## config.mk

```make
export PLATFORM = sky130hd
export DESIGN_NAME = notification_fragmenter_top
export DESIGN_NICKNAME = d
export VERILOG_FILES = /design/src/hw/rtl/nf_pkg.sv /design/src/hw/rtl/notification_fragmenter_top.sv /design/src/hw/rtl/nf_front.sv /design/src/hw/rtl/nf_queue.sv /design/src/hw/rtl/nf_back.sv
export SDC_FILE = /design/constraint.sdc
export NUM_CORES = 1
export LEC_CHECK = 0
export BUFFER_PORTS_ARGS = -buffer_cell sky130_fd_sc_hd__buf_2
export CAP_MARGIN = 20
export CORE_UTILIZATION = 50
export DETAILED_ROUTE_END_ITERATION = 8
export PLACE_DENSITY_LB_ADDON = 0.3
export SLEW_MARGIN = 20
export SYNTH_ARGS = -nofsm -noshare
export SYNTH_HDL_FRONTEND = slang
export SYNTH_SLANG_ARGS = --single-unit
```

## constraint.sdc

```tcl
create_clock -name i_clk -period 5.4 [get_ports i_clk]
set_input_delay 0.27 -clock i_clk [delete_from_list [all_inputs] [get_ports i_clk]]
set_output_delay 0.27 -clock i_clk [all_outputs]
set_load 0.02 [all_outputs]
```

## src/hw/rtl/nf_pkg.sv

```systemverilog
// Notification fragmenter package: the job word passed from front to back,
// header constants and beat positions. No dependencies.
`timescale 1ns / 1ps

package nf_pkg;

    // Smallest link MTU that the block will use.
    localparam logic [15:0] MIN_MTU = 16'd23;
    // Bytes the link layer keeps out of every packet.
    localparam logic [15:0] ATT_OVERHEAD = 16'd3;

    // Framed header: two magic bytes, then id, offset, total (little endian).
    localparam logic [7:0] HDR_MAGIC0 = 8'hF3;
    localparam logic [7:0] HDR_MAGIC1 = 8'h2C;
    localparam int unsigned HDR_LEN = 8;

    // Beat positions inside one framed job; the payload byte follows the header.
    localparam logic [3:0] BEAT_MAGIC0   = 4'd0;
    localparam logic [3:0] BEAT_MAGIC1   = 4'd1;
    localparam logic [3:0] BEAT_ID_LO    = 4'd2;
    localparam logic [3:0] BEAT_ID_HI    = 4'd3;
    localparam logic [3:0] BEAT_OFF_LO   = 4'd4;
    localparam logic [3:0] BEAT_OFF_HI   = 4'd5;
    localparam logic [3:0] BEAT_TOTAL_LO = 4'd6;
    localparam logic [3:0] BEAT_TOTAL_HI = 4'd7;
    localparam logic [3:0] BEAT_PAYLOAD  = 4'd8;

    // One classified input byte waiting to be written out.
    typedef struct packed {
        logic        err;     // message too long, emit the error word only
        logic        hdr;     // first byte of a framed chunk, emit header first
        logic [7:0]  data;    // payload byte
        logic        pend;    // payload byte closes its packet
        logic [15:0] id;      // header message id
        logic [15:0] offset;  // header chunk offset
        logic [15:0] total;   // header message total
    } t_job;

endpackage

```

## src/hw/rtl/notification_fragmenter_top.sv

```systemverilog
// Top level of the notification fragmenter: front end, job queue, back end.
// Uses nf_pkg, nf_front, nf_queue and nf_back.
`timescale 1ns / 1ps

// Usage
//   Input channel: one word per message byte (i_action, i_msg_start,
//   i_data_byte, i_msg_length), taken when i_in_valid is high and
//   o_in_stall is low. o_in_stall is high only while the job queue is full.
//   Output channel: one word per packet byte, taken when o_out_valid is high
//   and i_out_stall is low; o_last closes the words caused by one input word.
//   Configuration: i_cfg_data is written to the link MTU register whenever
//   i_cfg_valid is high; o_cfg_ready is always high. Write only while idle.
// Timing
//   The front classifies an input word in the cycle it is taken; its job is
//   registered in the queue, then its first word in the back end's output register.
//   A raw or mid-chunk byte gives one output word, a chunk-opening byte
//   nine (eight header bytes + payload), so throughput is set by the back
//   end's single output register. Input words that produce nothing push no
//   job; they too wait while the queue is full.
// Reset
//   Synchronous, active low: idle, message id zero, MTU 23, queue empty.
//   When the receiver stalls, the output word holds, the queue fills, and
//   then o_in_stall rises.
module notification_fragmenter_top
    import nf_pkg::*;
#(
    parameter int unsigned MAX_MTU     = 517,
    parameter int unsigned MAX_MESSAGE = 8192,
    parameter int unsigned QUEUE_DEPTH = 4
) (
    input  logic        i_clk,
    input  logic        i_rst_n,
    input  logic        i_cfg_valid,
    output logic        o_cfg_ready,
    input  logic [15:0] i_cfg_data,
    input  logic        i_in_valid,
    output logic        o_in_stall,
    input  logic        i_action,
    input  logic        i_msg_start,
    input  logic [7:0]  i_data_byte,
    input  logic [15:0] i_msg_length,
    output logic        o_out_valid,
    input  logic        i_out_stall,
    output logic [7:0]  o_out_byte,
    output logic        o_packet_end,
    output logic        o_too_long,
    output logic        o_last
);

    logic push;
    logic q_full;
    logic pop;
    logic head_valid;
    t_job job;
    t_job head;

    assign o_cfg_ready = 1'b1;

    // Front end: classify and track message state.
    nf_front #(
        .MAX_MTU     (MAX_MTU),
        .MAX_MESSAGE (MAX_MESSAGE)
    ) u_front (
        .i_clk        (i_clk),
        .i_rst_n      (i_rst_n),
        .i_cfg_valid  (i_cfg_valid),
        .i_cfg_data   (i_cfg_data),
        .i_in_valid   (i_in_valid),
        .o_in_stall   (o_in_stall),
        .i_action     (i_action),
        .i_msg_start  (i_msg_start),
        .i_data_byte  (i_data_byte),
        .i_msg_length (i_msg_length),
        .i_q_full     (q_full),
        .o_push       (push),
        .o_job        (job)
    );

    // Job queue between the two halves.
    nf_queue #(
        .DEPTH (QUEUE_DEPTH)
    ) u_queue (
        .i_clk        (i_clk),
        .i_rst_n      (i_rst_n),
        .i_push       (push),
        .i_job        (job),
        .o_full       (q_full),
        .i_pop        (pop),
        .o_head_valid (head_valid),
        .o_head       (head)
    );

    // Back end: expand jobs into output words.
    nf_back u_back (
        .i_clk        (i_clk),
        .i_rst_n      (i_rst_n),
        .i_head_valid (head_valid),
        .i_head       (head),
        .o_pop        (pop),
        .o_out_valid  (o_out_valid),
        .i_out_stall  (i_out_stall),
        .o_out_byte   (o_out_byte),
        .o_packet_end (o_packet_end),
        .o_too_long   (o_too_long),
        .o_last       (o_last)
    );

endmodule

```

## src/hw/rtl/nf_front.sv

```systemverilog
// Front end of the notification fragmenter: accepts input words, tracks the
// message state and pushes one job per result-producing word. Uses nf_pkg.
`timescale 1ns / 1ps

module nf_front
    import nf_pkg::*;
#(
    parameter int unsigned MAX_MTU     = 517,
    parameter int unsigned MAX_MESSAGE = 8192
) (
    input  logic        i_clk,
    input  logic        i_rst_n,
    input  logic        i_cfg_valid,
    input  logic [15:0] i_cfg_data,
    input  logic        i_in_valid,
    output logic        o_in_stall,
    input  logic        i_action,
    input  logic        i_msg_start,
    input  logic [7:0]  i_data_byte,
    input  logic [15:0] i_msg_length,
    input  logic        i_q_full,
    output logic        o_push,
    output t_job        o_job
);

    localparam int unsigned LEN_W = $clog2(MAX_MESSAGE + 1);
    localparam int unsigned CAP_W = $clog2(MAX_MTU - 2);

    localparam logic [1:0] MODE_IDLE   = 2'd0;
    localparam logic [1:0] MODE_RAW    = 2'd1;
    localparam logic [1:0] MODE_FRAMED = 2'd2;
    localparam logic [1:0] MODE_DROP   = 2'd3;

    logic [15:0]      r_mtu;
    logic [1:0]       r_mode,  n_mode;
    logic [15:0]      r_id,    n_id;
    logic [LEN_W-1:0] r_off,   n_off;
    logic [LEN_W-1:0] r_total, n_total;
    logic [CAP_W-1:0] r_fill,  n_fill;
    logic [CAP_W-1:0] r_cap,   n_cap;

    logic accept;

    // The queue full flag is the only thing that holds off the sender.
    assign o_in_stall = i_q_full;
    assign accept     = i_in_valid && !i_q_full;

    // Classify the word and compute the next message state.
    always_comb begin
        logic [15:0]      mtu_c;
        logic [CAP_W-1:0] cap_full;
        logic [LEN_W-1:0] off_inc;
        logic [CAP_W-1:0] fill_inc;
        logic             go;
        logic             done;

        n_mode  = r_mode;
        n_id    = r_id;
        n_off   = r_off;
        n_total = r_total;
        n_fill  = r_fill;
        n_cap   = r_cap;
        o_push  = 1'b0;
        o_job   = '0;
        go      = 1'b0;

        mtu_c = r_mtu;
        if (mtu_c < MIN_MTU) begin
            mtu_c = MIN_MTU;
        end
        if (mtu_c > 16'(MAX_MTU)) begin
            mtu_c = 16'(MAX_MTU);
        end
        cap_full = CAP_W'(mtu_c - ATT_OVERHEAD);
        off_inc  = '0;
        fill_inc = '0;
        done     = 1'b0;

        if (accept) begin
            if (i_action) begin
                n_mode = MODE_IDLE;
            end else begin
                go = 1'b1;
                if (i_msg_start) begin
                    if (i_msg_length == 16'd0) begin
                        n_mode = MODE_IDLE;
                        go     = 1'b0;
                    end else if (i_msg_length > 16'(MAX_MESSAGE)) begin
                        n_mode    = MODE_DROP;
                        go        = 1'b0;
                        o_push    = 1'b1;
                        o_job.err = 1'b1;
                    end else begin
                        n_total = LEN_W'(i_msg_length);
                        n_off   = '0;
                        n_fill  = '0;
                        if (i_msg_length <= 16'(cap_full)) begin
                            n_mode = MODE_RAW;
                            n_cap  = cap_full;
                        end else begin
                            n_mode = MODE_FRAMED;
                            n_cap  = cap_full - CAP_W'(HDR_LEN);
                            n_id   = r_id + 16'd1;
                        end
                    end
                end

                if (go && n_mode == MODE_RAW) begin
                    // Raw message: the byte goes out as it is.
                    off_inc    = n_off + LEN_W'(1);
                    done       = (off_inc >= n_total);
                    o_push     = 1'b1;
                    o_job.data = i_data_byte;
                    o_job.pend = done;
                    n_off      = off_inc;
                    if (done) begin
                        n_mode = MODE_IDLE;
                    end
                end else if (go && n_mode == MODE_FRAMED) begin
                    // Framed message: a new chunk opens with the header.
                    off_inc      = n_off + LEN_W'(1);
                    fill_inc     = n_fill + CAP_W'(1);
                    done         = (fill_inc >= n_cap) || (off_inc >= n_total);
                    o_push       = 1'b1;
                    o_job.hdr    = (n_fill == '0);
                    o_job.data   = i_data_byte;
                    o_job.pend   = done;
                    o_job.id     = n_id;
                    o_job.offset = 16'(n_off);
                    o_job.total  = 16'(n_total);
                    n_off        = off_inc;
                    n_fill       = done ? '0 : fill_inc;
                    if (off_inc >= n_total) begin
                        n_mode = MODE_IDLE;
                    end
                end
            end
        end
    end

    // Message state and the MTU register.
    always_ff @(posedge i_clk) begin
        if (!i_rst_n) begin
            r_mtu   <= MIN_MTU;
            r_mode  <= MODE_IDLE;
            r_id    <= '0;
            r_off   <= '0;
            r_total <= '0;
            r_fill  <= '0;
            r_cap   <= '0;
        end else begin
            if (i_cfg_valid) begin
                r_mtu <= i_cfg_data;
            end
            r_mode  <= n_mode;
            r_id    <= n_id;
            r_off   <= n_off;
            r_total <= n_total;
            r_fill  <= n_fill;
            r_cap   <= n_cap;
        end
    end

    // An open raw message still has bytes to come.
    a_raw_open: assert property (@(posedge i_clk) disable iff (!i_rst_n)
        (r_mode == MODE_RAW) |-> (r_off < r_total))
        else $error("raw message open past its total");

    // An open framed message never holds a full chunk.
    a_chunk_room: assert property (@(posedge i_clk) disable iff (!i_rst_n)
        (r_mode == MODE_FRAMED) |-> (r_fill < r_cap && r_off < r_total))
        else $error("framed message holds a full chunk or is complete");

    // A chunk header never names an offset at or beyond the total.
    a_hdr_offset: assert property (@(posedge i_clk) disable iff (!i_rst_n)
        (o_push && o_job.hdr) |-> (o_job.offset < o_job.total))
        else $error("header offset out of range");

endmodule

```

## src/hw/rtl/nf_queue.sv

```systemverilog
// Short job queue between the front and back of the fragmenter.
// Register based ring with a fill count. Uses nf_pkg for the job type.
`timescale 1ns / 1ps

module nf_queue
    import nf_pkg::*;
#(
    parameter int unsigned DEPTH = 4
) (
    input  logic i_clk,
    input  logic i_rst_n,
    input  logic i_push,
    input  t_job i_job,
    output logic o_full,
    input  logic i_pop,
    output logic o_head_valid,
    output t_job o_head
);

    localparam int unsigned PTR_W = $clog2(DEPTH);
    localparam int unsigned CNT_W = $clog2(DEPTH + 1);

    t_job             r_mem [DEPTH];
    logic [PTR_W-1:0] r_wr, r_rd;
    logic [CNT_W-1:0] r_count;

    assign o_full       = (r_count == CNT_W'(DEPTH));
    assign o_head_valid = (r_count != '0);
    assign o_head       = r_mem[r_rd];

    // Job storage.
    always_ff @(posedge i_clk) begin
        if (i_push) begin
            r_mem[r_wr] <= i_job;
        end
    end

    // Pointers and count.
    always_ff @(posedge i_clk) begin
        if (!i_rst_n) begin
            r_wr    <= '0;
            r_rd    <= '0;
            r_count <= '0;
        end else begin
            if (i_push) begin
                r_wr <= (r_wr == PTR_W'(DEPTH - 1)) ? '0 : r_wr + PTR_W'(1);
            end
            if (i_pop) begin
                r_rd <= (r_rd == PTR_W'(DEPTH - 1)) ? '0 : r_rd + PTR_W'(1);
            end
            if (i_push && !i_pop) begin
                r_count <= r_count + CNT_W'(1);
            end else if (!i_push && i_pop) begin
                r_count <= r_count - CNT_W'(1);
            end
        end
    end

endmodule

```

## src/hw/rtl/nf_back.sv

```systemverilog
// Back end of the fragmenter: expands each queued job into output words
// (error word, raw byte, or header plus byte) through an output register.
// Uses nf_pkg.
`timescale 1ns / 1ps

module nf_back
    import nf_pkg::*;
(
    input  logic       i_clk,
    input  logic       i_rst_n,
    input  logic       i_head_valid,
    input  t_job       i_head,
    output logic       o_pop,
    output logic       o_out_valid,
    input  logic       i_out_stall,
    output logic [7:0] o_out_byte,
    output logic       o_packet_end,
    output logic       o_too_long,
    output logic       o_last
);

    logic       r_out_valid;
    logic [7:0] r_out_byte;
    logic       r_out_pend;
    logic       r_out_err;
    logic       r_out_last;
    logic [3:0] r_beat, n_beat;

    logic       advance;
    logic       emit;
    logic [7:0] w_byte;
    logic       w_pend;
    logic       w_last;

    assign advance = !r_out_valid || !i_out_stall;
    assign emit    = advance && i_head_valid;

    // Word for the current beat of the head job.
    always_comb begin
        w_byte = i_head.data;
        w_pend = i_head.pend;
        w_last = 1'b1;
        if (i_head.err) begin
            w_byte = 8'd0;
            w_pend = 1'b0;
        end else if (i_head.hdr && r_beat != BEAT_PAYLOAD) begin
            w_pend = 1'b0;
            w_last = 1'b0;
            unique case (r_beat)
                BEAT_MAGIC0:   w_byte = HDR_MAGIC0;
                BEAT_MAGIC1:   w_byte = HDR_MAGIC1;
                BEAT_ID_LO:    w_byte = i_head.id[7:0];
                BEAT_ID_HI:    w_byte = i_head.id[15:8];
                BEAT_OFF_LO:   w_byte = i_head.offset[7:0];
                BEAT_OFF_HI:   w_byte = i_head.offset[15:8];
                BEAT_TOTAL_LO: w_byte = i_head.total[7:0];
                BEAT_TOTAL_HI: w_byte = i_head.total[15:8];
                default:       w_byte = i_head.data;
            endcase
        end
    end

    // The job leaves the queue with its final word.
    assign o_pop  = emit && w_last;
    assign n_beat = o_pop ? BEAT_MAGIC0 : r_beat + 4'd1;

    // Beat counter and output register control.
    always_ff @(posedge i_clk) begin
        if (!i_rst_n) begin
            r_out_valid <= 1'b0;
            r_beat      <= BEAT_MAGIC0;
        end else if (advance) begin
            r_out_valid <= i_head_valid;
            if (emit) begin
                r_beat <= n_beat;
            end
        end
    end

    // Output payload.
    always_ff @(posedge i_clk) begin
        if (emit) begin
            r_out_byte <= w_byte;
            r_out_pend <= w_pend;
            r_out_err  <= i_head.err;
            r_out_last <= w_last;
        end
    end

    assign o_out_valid  = r_out_valid;
    assign o_out_byte   = r_out_byte;
    assign o_packet_end = r_out_pend;
    assign o_too_long   = r_out_err;
    assign o_last       = r_out_last;

    // A header in progress keeps its job at the head of the queue.
    a_beat_head: assert property (@(posedge i_clk) disable iff (!i_rst_n)
        (r_beat != BEAT_MAGIC0) |-> (i_head_valid && i_head.hdr && !i_head.err))
        else $error("header beat without a framed job at the head");

    // An error job is always a single word.
    a_err_single: assert property (@(posedge i_clk) disable iff (!i_rst_n)
        (emit && i_head.err) |=> (r_beat == BEAT_MAGIC0 && r_out_last))
        else $error("error job took more than one word");

    // No word is offered right after reset.
    a_reset_idle: assert property (@(posedge i_clk)
        !i_rst_n |=> !r_out_valid)
        else $error("output valid after reset");

endmodule

```

==> impl_metrics.json <==
{
  "grt_pass1_wl_mm": 55.2,
  "hpwl_mm": 22.9,
  "antenna_found_initial": 1,
  "portBuffers": 59,
  "yosysSeqAreaShare": 0.573,
  "fin_crit_sh": 0.991,
  "overflow": 0,
  "stdcell_count": 1747,
  "io_pins": 61,
  "dp_cells": 1666,
  "path_class": "register to register",
  "peakVddDrop_mv": 0.271,
  "drtIter0Drc": 741,
  "start_util": 0.507,
  "preCtsSetupSlack_ps": 47.9,
  "root_buffer": "clkbuf_16",
  "viasPerCell": 5.84,
  "synth_edf_count": 231,
  "synthCells": 1231,
  "setup_ws_ps": 51.2,
  "min_period_ps": 5350,
  "clock.fmax_mhz": 187,
  "final-hold-violation-count": 0,
  "relSlewSlack": 0.378,
  "finClkSkew_ps": 19.0,
  "diodes": 0,
  "first_pass_iters": 5,
  "gp_congestion": 0.875,
  "end_kind": "register",
  "clockBufferDepth": 3,
  "grt_pass1_vias": 10200,
  "clkSinkCount": 327,
  "cap_violations": 0,
  "worstMarginPinSlew_ps": 933,
  "finalInstanceArea_mm2": 0.0178,
  "synth.avg_cell_area_um2": 12.6,
  "cts_max_level": 2,
  "hp-class": "input pin to register",
  "core_area_mm2": 0.0305,
  "synth-async-reset-ratio": 0,
  "cp_data_arrival_time_ps": 5770,
  "fp.dieW_um": 178,
  "ys_ff_latch": 327,
  "cts_tree": "yes",
  "placed_area_mm2": 0.0164,
  "cts_buffers": 36,
  "clk_latency_ps": 520,
  "syn2layout_area_growth_pct": 15.0,
  "worst_setup_path_start_kind": "register",
  "antenna_left": 0,
  "wirelength_mm": 35.0,
  "synth.net_count": 1330,
  "die_h_um": 178,
  "grt_max_degree": 66,
  "syn_area_mm2": 0.0155,
  "final_layout_size_suffix_gt1_frac": 0.212,
  "clkTransAtPathRegs_ps": 60,
  "die_area_mm2": 0.0316,
  "setup-violations-final": 0,
  "avgRoutedWirePerCell_um": 20.1,
  "finalSetupTns_ps": 0,
  "vias": 10200,
  "dominantRegCellSynth": "edfxtp_1",
  "slew_violations": 0,
  "path_max_fanout": 4,
  "power_density_mw_per_mm2": 371,
  "yosysUniqueCellTypes": 81,
  "p_leak_nw": 6.31,
  "ys_warn_count": 0,
  "drc": 0,
  "rsz0062_at_grt": "true",
  "gr-usage-all-layers": 0.229,
  "finalNetCount": 1424,
  "status": "completed",
  "required_ps": 5820,
  "rows": 64
}
[power breakdown]
group | total, mW | internal [mW] | switching [mW] | leakage (nW)
logic | 1.35 | 0.631 | 0.718 | 2.68
registers | 2.94 | 2.81 | 0.127 | 3.09
clock network | 2.31 | 1.34 | 0.968 | 0.532
[flip-flops by register name, summed over array words and instances (netlist names), 3 cells and up, named ones only]
name               count
u_queue.r_mem        220
u_front.r_id          16
u_front.r_total       14
u_back.o_out_byte      8
u_back.r_beat          4
u_front.r_mtu         16
u_front.r_cap         10
u_front.r_off         14
u_queue.r_count        3
u_front.r_fill        10
[kinds of logic (layout without fill, tap and decap cells)]
logic type | Yosys count | after routing | synth area share
AOI/OAI and AO/OA | 218 | 218 | 0.0910
xor gates and xnor gates | 51 | 51 | 0.0289
adders and majority gates | 52 | 52 | 0.0426
buffers and inverters | 90 | 209 | 0.0256
DFF | 327 | 327 | 0.573
muxes | 101 | 101 | 0.110
other | 1 | 1 | 0.000243
and+or+nand+nor | 391 | 392 | 0.129
[metrics by stage]
stage                     utilization  total power, mW  hold WS, ps
after global placement          0.538             4.30          441
final                           0.583             6.60         10.4
after floorplan                     -             3.92          399
after CTS                       0.578             6.63         1.10
after global routing            0.583             6.87         10.9
after detailed placement        0.538             4.32          446
[layout make-up]
cell class	instances	area (um2)
sequential	327	8870
tap	396	495
clock buffer	45	945
fill	2486	12700
timing repair buffer	119	786
clock inverter	19	168
multi-input combinational	815	6410
inverter	26	97.6
[synth_stat cells, drive strengths merged, types with 11 or more instances]
cell | n | area, um2
mux2i | 42 | 420
buf | 34 | 185
a21oi | 74 | 385
or3 | 17 | 106
o21ai | 58 | 302
nor4 | 13 | 121
and2 | 28 | 175
dfxtp | 96 | 1920
a22oi | 11 | 82.6
xnor2 | 28 | 245
nand2 | 96 | 365
xor2 | 23 | 201
o31ai | 11 | 96.3
nand2b | 12 | 75.1
nor3 | 17 | 90.1
and3 | 13 | 81.3
nor2 | 126 | 497
mux4 | 54 | 1220
edfxtp | 231 | 6940
nand3 | 27 | 148
clkbuf | 30 | 113
ha | 51 | 638
inv | 26 | 97.6
[per-layer routing]
metal,track usage,wire length (um),part of all wire
met5,0,0,0
met4,0.0759,816,0.023
met3,0.0323,1850,0.053
met2,0.394,17400,0.50
met1,0.296,14900,0.43
[cell usage in the layout (no fill, tap or decap), types with 7 or more instances in the layout]
master | netlist | final
a21oi_1 | 72 | 71
xnor2_1 | 28 | 27
nand2b_1 | 12 | 12
clkbuf_1 | 30 | 8
and3_1 | 13 | 13
or3_1 | 17 | 17
buf_2 | 19 | 59
xor2_1 | 23 | 23
nand2_1 | 94 | 94
dfxtp_1 | 96 | 90
nor3_1 | 16 | 16
dlygate4sd3_1 | 0 | 11
nor2_1 | 124 | 119
and2_1 | 28 | 26
a31oi_1 | 9 | 9
ha_1 | 51 | 49
edfxtp_1 | 231 | 231
clkbuf_16 | 0 | 36
o21ai_0 | 56 | 51
nand4_1 | 7 | 7
a22oi_1 | 11 | 11
nor4_1 | 8 | 8
inv_1 | 26 | 24
buf_4 | 3 | 48
mux4_2 | 54 | 54
nand3_1 | 26 | 25
mux2i_1 | 42 | 42
[path summary, 6_finish.rpt]
kind | slack, ps | endpoint | cells past startpoint | from
min reg2reg | 450 | u_front.r_total[1] | 2 | u_front.r_total[1]
max reg2reg | 50 | u_front.r_fill[7] | 26 | u_front.r_mtu[5]
max | 50 | u_front.r_fill[7] | 26 | u_front.r_mtu[5]
min | 10 | u_front.r_mtu[4] | 3 | i_cfg_data[4]
[critical path, cell delays in order (launching register included)]
cell and delay, ps:
dfxtp_2 340, nor4_4 320, a21o_4 180, nand3_4 90, nor2_4 110, inv_2 60, ha_4 150, or2_4 220
or4_4 430, a21oi_4 160, inv_1 50, ha_1 260, nand2_1 50, or3_1 360, a211oi_2 280, a21oi_1 100
nand3_1 130, nor3_2 50, xnor2_1 200, mux2i_1 120, ha_1 350, a2111oi_4 390, nand2b_1 140, o21ai_4 240
buf_12 140, nand4b_4 120, o31ai_1 210
[what timing repair did]
item,CTS,global route
hold buffers,11,0
resized for setup,0,18
setup buffers,0,5
hold endpoints to repair,11,0
endpoints found under the setup margin,0,14
No activity file was read; power rests on OpenSTA's default activity.
